$ cat src/sv/dedup_set_table_assert.svh
// ----------------------------------------------------------------------------
// dedup_set_table_assert.svh
// Assertion macros for the set table RTL.
// ----------------------------------------------------------------------------
`ifndef DEDUP_SET_TABLE_ASSERT_SVH
`define DEDUP_SET_TABLE_ASSERT_SVH

// The consequent must hold in the same cycle as the antecedent.
`define DST_ASSERT_SAME(lbl, ante, cons, msg) \
    lbl: assert property (@(posedge clk) disable iff (!rst_n) (ante) |-> (cons)) \
        else $error(msg);

// The consequent must hold in the cycle after the antecedent.
`define DST_ASSERT_NEXT(lbl, ante, cons, msg) \
    lbl: assert property (@(posedge clk) disable iff (!rst_n) (ante) |=> (cons)) \
        else $error(msg);

`endif

$ cat src/sv/dst_pkg.sv
// ----------------------------------------------------------------------------
// dst_pkg
// Types, sizes and codes shared by the set table modules.
// ----------------------------------------------------------------------------
package dst_pkg;

    localparam int CAPACITY   = 16;
    localparam int VALUE_BITS = 32;
    localparam int IDX_W      = (CAPACITY > 1) ? $clog2(CAPACITY) : 1;
    localparam int CNT_W      = $clog2(CAPACITY + 1);

    localparam logic [1:0] OP_ADD    = 2'd0;
    localparam logic [1:0] OP_REMOVE = 2'd1;
    localparam logic [1:0] OP_TEST   = 2'd2;

    localparam logic [1:0] ST_OK     = 2'd0;
    localparam logic [1:0] ST_ABSENT = 2'd1;
    localparam logic [1:0] ST_FULL   = 2'd2;

    typedef logic [VALUE_BITS-1:0] value_t;
    typedef logic [IDX_W-1:0]      idx_t;
    typedef logic [CNT_W-1:0]      cnt_t;

    typedef struct packed {
        logic   we;
        idx_t   addr;
        value_t data;
    } ram_wr_t;

endpackage

$ cat src/sv/dedup_set_table.sv
// ----------------------------------------------------------------------------
// dedup_set_table
// Set of distinct values in an entry memory: add, remove and membership test.
// ----------------------------------------------------------------------------
// The scan reads one entry per cycle up to the match or the count, and is skipped
// on an empty set; S_DECIDE then applies the operation, a remove that fills the hole
// passes through S_MOVE, and S_DONE loads the output register with the result.
// One item at a time (single read port): in_stall holds off a new item until
// the last one has left S_DONE. A finished result waits in the output register.
// Reset clears the count and control state; entries stay undefined.
module dedup_set_table
    import dst_pkg::*;
(
    input  logic        clk,
    input  logic        rst_n,
    input  logic        in_valid,
    output logic        in_stall,
    input  logic [1:0]  opcode,
    input  logic [31:0] item_value,
    output logic        out_valid,
    input  logic        out_stall,
    output logic        was_present,
    output logic [1:0]  status,
    output logic [4:0]  member_count
);

    localparam logic [2:0] S_IDLE   = 3'd0;
    localparam logic [2:0] S_SCAN   = 3'd1;
    localparam logic [2:0] S_DECIDE = 3'd2;
    localparam logic [2:0] S_MOVE   = 3'd3;
    localparam logic [2:0] S_DONE   = 3'd4;

    logic [2:0] state_reg, state_next;
    cnt_t       count_reg, count_next;
    logic       out_valid_reg, out_valid_next;

    logic [1:0] op_reg, op_next;
    value_t     val_reg, val_next;
    idx_t       scan_idx_reg, scan_idx_next;
    logic       found_reg, found_next;
    idx_t       slot_reg, slot_next;
    logic [1:0] res_status_reg, res_status_next;
    logic       out_present_reg, out_present_next;
    logic [1:0] out_status_reg, out_status_next;
    cnt_t       out_count_reg, out_count_next;

    ram_wr_t wr;
    idx_t    rd_addr;
    value_t  rd_data;
    logic    hit;
    logic    last_scan;
    idx_t    last_idx;

    dst_ram u_ram (
        .clk     (clk),
        .wr      (wr),
        .rd_addr (rd_addr),
        .rd_data (rd_data)
    );

    assign hit       = (rd_data == val_reg);
    assign last_scan = ((CNT_W'(scan_idx_reg) + 1'b1) == count_reg);
    assign last_idx  = IDX_W'(count_reg - 1'b1);

    always_comb
    begin
        state_next       = state_reg;
        count_next       = count_reg;
        out_valid_next   = out_valid_reg;
        op_next          = op_reg;
        val_next         = val_reg;
        scan_idx_next    = scan_idx_reg;
        found_next       = found_reg;
        slot_next        = slot_reg;
        res_status_next  = res_status_reg;
        out_present_next = out_present_reg;
        out_status_next  = out_status_reg;
        out_count_next   = out_count_reg;
        rd_addr          = '0;
        wr               = '0;
        in_stall         = (state_reg != S_IDLE);

        if (out_valid_reg && !out_stall)
        begin
            out_valid_next = 1'b0;
        end

        case (state_reg)
            S_IDLE:
            begin
                if (in_valid)
                begin
                    op_next         = opcode;
                    val_next        = item_value[VALUE_BITS-1:0];
                    scan_idx_next   = '0;
                    found_next      = 1'b0;
                    res_status_next = ST_OK;
                    state_next      = (count_reg == '0) ? S_DECIDE : S_SCAN;
                end
            end
            S_SCAN:
            begin
                // Read data is registered, so fetch the next entry while this one is compared.
                rd_addr = IDX_W'(scan_idx_reg + 1'b1);
                if (hit)
                begin
                    found_next = 1'b1;
                    slot_next  = scan_idx_reg;
                    state_next = S_DECIDE;
                end
                else if (last_scan)
                begin
                    state_next = S_DECIDE;
                end
                else
                begin
                    scan_idx_next = IDX_W'(scan_idx_reg + 1'b1);
                end
            end
            S_DECIDE:
            begin
                rd_addr    = last_idx;
                state_next = S_DONE;
                case (op_reg)
                    OP_ADD:
                    begin
                        if (!found_reg)
                        begin
                            if (count_reg == CNT_W'(CAPACITY))
                            begin
                                res_status_next = ST_FULL;
                            end
                            else
                            begin
                                wr.we      = 1'b1;
                                wr.addr    = IDX_W'(count_reg);
                                wr.data    = val_reg;
                                count_next = count_reg + 1'b1;
                            end
                        end
                    end
                    OP_REMOVE:
                    begin
                        if (!found_reg)
                        begin
                            res_status_next = ST_ABSENT;
                        end
                        else if (slot_reg == last_idx)
                        begin
                            count_next = count_reg - 1'b1;
                        end
                        else
                        begin
                            state_next = S_MOVE;
                        end
                    end
                    default:
                    begin
                        res_status_next = ST_OK;
                    end
                endcase
            end
            S_MOVE:
            begin
                // The last entry fills the hole left by the removed value.
                wr.we      = 1'b1;
                wr.addr    = slot_reg;
                wr.data    = rd_data;
                count_next = count_reg - 1'b1;
                state_next = S_DONE;
            end
            S_DONE:
            begin
                if (!out_valid_reg || !out_stall)
                begin
                    out_valid_next   = 1'b1;
                    out_present_next = found_reg;
                    out_status_next  = res_status_reg;
                    out_count_next   = count_reg;
                    state_next       = S_IDLE;
                end
            end
            default:
            begin
                state_next = S_IDLE;
            end
        endcase
    end

    always_ff @(posedge clk or negedge rst_n)
    begin
        if (!rst_n)
        begin
            state_reg     <= S_IDLE;
            count_reg     <= '0;
            out_valid_reg <= 1'b0;
        end
        else
        begin
            state_reg     <= state_next;
            count_reg     <= count_next;
            out_valid_reg <= out_valid_next;
        end
    end

    always_ff @(posedge clk)
    begin
        op_reg          <= op_next;
        val_reg         <= val_next;
        scan_idx_reg    <= scan_idx_next;
        found_reg       <= found_next;
        slot_reg        <= slot_next;
        res_status_reg  <= res_status_next;
        out_present_reg <= out_present_next;
        out_status_reg  <= out_status_next;
        out_count_reg   <= out_count_next;
    end

    assign out_valid    = out_valid_reg;
    assign was_present  = out_present_reg;
    assign status       = out_status_reg;
    assign member_count = 5'(out_count_reg);

    `include "dedup_set_table_assert.svh"

    `DST_ASSERT_SAME(a_count_bound, 1'b1, count_reg <= CNT_W'(CAPACITY),
        "count above capacity")
    `DST_ASSERT_SAME(a_full_means_full, out_valid && (status == ST_FULL),
        (member_count == 5'(CAPACITY)) && !was_present, "full result with room left")
    `DST_ASSERT_SAME(a_write_states, wr.we,
        (state_reg == S_DECIDE) || (state_reg == S_MOVE), "entry write outside update states")
    `DST_ASSERT_NEXT(a_move_shrinks, state_reg == S_MOVE,
        count_reg == $past(count_reg) - 1'b1, "hole fill did not shrink count")

endmodule

$ cat src/sv/dst_ram.sv
// ----------------------------------------------------------------------------
// dst_ram
// Entry store: one write port and one read port with registered read data.
// ----------------------------------------------------------------------------
module dst_ram
    import dst_pkg::*;
(
    input  logic    clk,
    input  ram_wr_t wr,
    input  idx_t    rd_addr,
    output value_t  rd_data
);

    value_t mem [CAPACITY];
    value_t rd_data_reg;

    always_ff @(posedge clk)
    begin
        if (wr.we)
        begin
            mem[wr.addr] <= wr.data;
        end
        rd_data_reg <= mem[rd_addr];
    end

    assign rd_data = rd_data_reg;

endmodule

$ cat config.mk
export PLATFORM = sky130hd
export DESIGN_NAME = dedup_set_table
export DESIGN_NICKNAME = d
export VERILOG_FILES = /design/src/sv/dst_pkg.sv /design/src/sv/dedup_set_table.sv /design/src/sv/dst_ram.sv
export VERILOG_INCLUDE_DIRS = /design/src /design/src/sv
export SDC_FILE = /design/constraint.sdc
export NUM_CORES = 1
export LEC_CHECK = 0
export ABC_AREA = 1
export BUFFER_PORTS_ARGS = -buffer_cell sky130_fd_sc_hd__buf_2
export CORE_MARGIN = 3
export CORE_UTILIZATION = 26
export DETAILED_ROUTE_END_ITERATION = 12
export PLACE_DENSITY = 0.41
export SYNTH_ARGS = -nofsm -noshare
export SYNTH_HDL_FRONTEND = slang
export SYNTH_SLANG_ARGS = --single-unit
export TNS_END_PERCENT = 1
$ cat constraint.sdc
create_clock -name clk -period 6.03 [get_ports clk]
set_clock_uncertainty 0.1 [all_clocks]
set_input_delay 1.206 -clock clk [delete_from_list [all_inputs] [get_ports clk]]
set_output_delay 1.206 -clock clk [all_outputs]
set_load 0.01 [all_outputs]
==> out/results.env <==
TOP_LEVEL_PORTS=48
YS_FF_LATCH=606
HTREEDEPTH=3
MAXSLEWVIOLCOUNT=0
FINAL-HOLD-VIOLATION-COUNT=0
DRC_ERRORS=0
PERIOD_NEEDED_NS=4.01
NUMCLOCKSINKS=606
YS_WARN_COUNT=0
PLACE.DETAILED.HPWL_UM=46900
GRT_FIRST_PASS_WIRELENGTH_UM=121000
FINAL_CELL_COUNT_NO_FILL=3636
LKG_PWR_nW=11.0
OUTCOME='complete, no violations'
TIMING.CRITICAL_PATH.MAX_DELAY_FAMILY='simple AND/OR/NAND/NOR gates'
STARTING_DENSITY_OF_THE_CORE_PCT=26.3
WORST-PATH-BUF-INV=1
CTS_RESIZED=0
LARGEST_REGISTER_FF_COUNT=512
WORST_SLACK_NS=2.02
NUMBER_OF_ANTENNA_VIOLATIONS_AT_THE_FIRST_CHECK_IN_GLOBAL_ROUTING=9
ROUTED_WL_UM=82300
FP.DIEW_UM=320
FIRST_GLOBAL_VIAS=16700
RSZ0062_AT_GRT='no'
POSTSYNTHAREAPERCELL_UM2=11.1
DRTPASS1ITERATIONS=5
SYNTHDISTINCTLIBCELLS=32
YOSYS.AREA_SHARE.XOR_XNOR_PCT=1.34
TIMING.MAX_SLEW.REL_SLACK_PCT=10.1
POSTCTSSETUPBUFFERS=0
CRITICAL_PATH_REQUIRED_NS=6.13
SYNTH_MUX_AREA_SHARE_PCT=0
CRIT_SLOWEST_CELL='sky130_fd_sc_hd__nor2_4'
SYNTH_ADDER_AREA_SHARE_PCT=0.196
SYNTH_COMPOUND_AREA_SHARE_PCT=1.52
DP.CELLS=3511
WORSTPATHMAXFANOUT=32
LAYOUT.NETS=2347
END_KIND='flip-flop'
TOTAL_STANDARD_CELL_AREA_AFTER_SYNTHESIS_MM2=0.0256
NETLIST_INSTANCES=2304
MAX_CAP_VIOL_COUNT=0
HOLD_WS_NS=0.321
POWER.DENSITY_CELL_AREA_mW_PER_MM2=540
CRIT_TYPE='flip-flop to flip-flop'
COMBINATIONAL_FAMILY_WITH_THE_MOST_AREA_AFTER_SYNTHESIS='simple AND/OR/NAND/NOR gates'
NUMCTSBUFFERS=68
DETAILROUTE.VIA_COUNT=17300
TOTAL_POWER_mW=15.8
CTS.PATH.MAX_BUFFERS=3
IRDROPWORSTVDD_mV=0.651
CPPEAKSTAGEDELAY_NS=1.09
WORST-SLEW-PIN-TRANSITION_NS=1.35
SYNTH_SEQ_AREA_SHARE_PCT=69.7
GRT_OVERFLOW=0
YOSYS.AREA_SHARE.SIMPLE_PCT=23.3
CTS_TREE='yes'
SHARE_OF_CELLS_ABOVE_DRIVE_STRENGTH_1_PCT=8.49
TRACK_USAGE_PCT=15.9
VIOLATION_COUNT_AFTER_THE_FIRST_DETAILED_ROUTE_ITERATION=1644
CP-START-KIND='flip-flop'
CLK-INSERTION-DELAY-LATE_NS=0.61
MAX_FREQ_MHz=250
TIMING.SETUP.TNS_NS=0
CTS_ROOT_BUF='sky130_fd_sc_hd__clkbuf_16'
DIE_Y_UM=320
WORST_HOLD_PATH_TYPE='flip-flop to flip-flop'
CRITICAL_PATH_ARRIVAL_NS=4.11
DIEAREA_MM2=0.102
CRIT_CHAIN='inv_1, ha_1, nand3_1, nand2_2, o22ai_1, nand2_1, nor2_4'
COREAREA_MM2=0.0971
CTS.HOLD.BUFFERS_ADDED=0
DRTANTENNAVIOLNETS=0
POST_DRT_VIA_CELL_RATIO=4.75
DP_SLACK_NS=2.06
CLOCK_TRANSITION_AT_THE_REGISTER_CLOCK_PINS_ON_THE_WORST_SETUP_AND_HOLD_PATHS_AFTER_CTS_NS=0.06
TIMING.FINAL.CRIT_SHARE_PCT=66.4
SYNTH.NET_COUNT=2346
IO_BUFFER_COUNT=47
GRT_START_MAX_NET_PINS=129
SYNTHTOLAYOUTAREAGROWTH_PCT=14.1
POST_DRT_WL_PER_CELL_UM=22.6
PLACER_CONGESTION_ESTIMATE=0.791
SETUP_VIOL=0
CORE.ROWCOUNT=114
cell families (layout without fill, tap and decap cells):
| logic type | after synthesis | count (layout) |
|---|---|---|
| flops | 606 | 606 |
| fa+ha+maj | 4 | 4 |
| buf+inv | 185 | 237 |
| simple gates | 1419 | 1419 |
| other cells | 0 | 4 |
| compound gates | 51 | 51 |
| xor+xnor | 39 | 39 |
power by group:
| group | switching [mW] | total, mW | internal, mW | leakage (nW) |
|---|---|---|---|---|
| registers | 0.255 | 5.42 | 5.16 | 5.64 |
| clock network | 1.67 | 4.01 | 2.35 | 1.05 |
| logic | 4.74 | 6.32 | 1.58 | 4.32 |
cell type report:
class                           instances  area [µm²]
Timing Repair Buffer                   68         468
Fill cell                            9861       67900
Clock inverter                         23         164
Inverter                               48         183
Tap cell                             1276        1600
Sequential cell                       606       17800
Clock buffer                           98        1970
Antenna cell                            4        10.0
Multi-Input combinational cell       1513        6970
cells in the mapped netlist, drive strengths merged:
cell type | number | area share (%)
nor3 | 7 | 0.18
clkinv | 1 | 0.015
xnor2 | 30 | 1.0
o22ai | 12 | 0.32
inv | 47 | 0.69
edfxtp | 565 | 66
nor2 | 45 | 0.69
nand2 | 897 | 13
a22oi | 1 | 0.029
xor2 | 9 | 0.31
a211oi | 1 | 0.049
dfxtp | 32 | 2.5
o21ai | 7 | 0.14
ha | 4 | 0.20
clkbuf | 15 | 0.22
a21oi | 3 | 0.059
a22o | 26 | 0.89
buf | 122 | 3.0
dfrtp | 9 | 0.88
nand3 | 470 | 9.2
a2111oi | 1 | 0.034
final timing paths:
check	to	depth (start not counted)	slack, ns	start
max reg2reg	u_ram.mem[14][16]	7	2.02	count_reg[0]
min	status[0]	0	0.32	res_status_reg[0]
max	u_ram.mem[14][16]	7	2.02	count_reg[0]
min in group asynchronous	count_reg[1]	1	0.36	rst_n
max in group asynchronous	state_reg[2]	1	5.27	rst_n
min reg2reg	status[0]	0	0.32	res_status_reg[0]
metal layers:
metal  global-route usage (%)  vias to the layer above  part of all wire, %  wire [µm]
met5                        0                        -                0.045         37
met4                     4.40                        8                  2.1       1760
met3                     3.21                      113                  7.0       5740
met2                     23.4                      574                   43      35300
met1                     23.7                     8616                   48      39400
li1                         -                     7969                    -          -
cells in the final DEF, fill, tap and decap left out, types with 3 or more instances in the layout:
cell	instances
sky130_fd_sc_hd__o21ai_0	6
sky130_fd_sc_hd__buf_12	6
sky130_fd_sc_hd__dfxtp_1	32
sky130_fd_sc_hd__nor2_1	27
sky130_fd_sc_hd__diode_2	4
sky130_fd_sc_hd__xnor2_1	30
sky130_fd_sc_hd__nor2_4	18
sky130_fd_sc_hd__ha_1	4
sky130_fd_sc_hd__edfxtp_1	565
sky130_fd_sc_hd__o22ai_1	6
sky130_fd_sc_hd__clkbuf_1	18
sky130_fd_sc_hd__clkbuf_16	71
sky130_fd_sc_hd__nand2_1	893
sky130_fd_sc_hd__inv_2	6
sky130_fd_sc_hd__xor2_1	9
sky130_fd_sc_hd__nor3_1	6
sky130_fd_sc_hd__buf_2	47
sky130_fd_sc_hd__clkbuf_8	9
sky130_fd_sc_hd__nand2_8	3
sky130_fd_sc_hd__inv_1	40
sky130_fd_sc_hd__clkinv_1	11
sky130_fd_sc_hd__o22ai_2	4
sky130_fd_sc_hd__dfrtp_1	9
sky130_fd_sc_hd__nand3_1	469
sky130_fd_sc_hd__buf_4	15
sky130_fd_sc_hd__clkinv_2	8
sky130_fd_sc_hd__a22o_1	26
sky130_fd_sc_hd__a21oi_1	3
stage by stage:
| step | instance area (µm²) | utilization (%) |
|---|---|---|
| 2_1_floorplan | 25600 | - |
| 3_3_place_gp | 27000 | 27.8 |
| 3_5_place_dp | 27000 | 27.8 |
| 4_1_cts | 29200 | 30.0 |
| 5_1_grt | 29200 | 30.0 |
| 6_report | 29200 | 30.1 |
(Power assumes the default switching activity.)
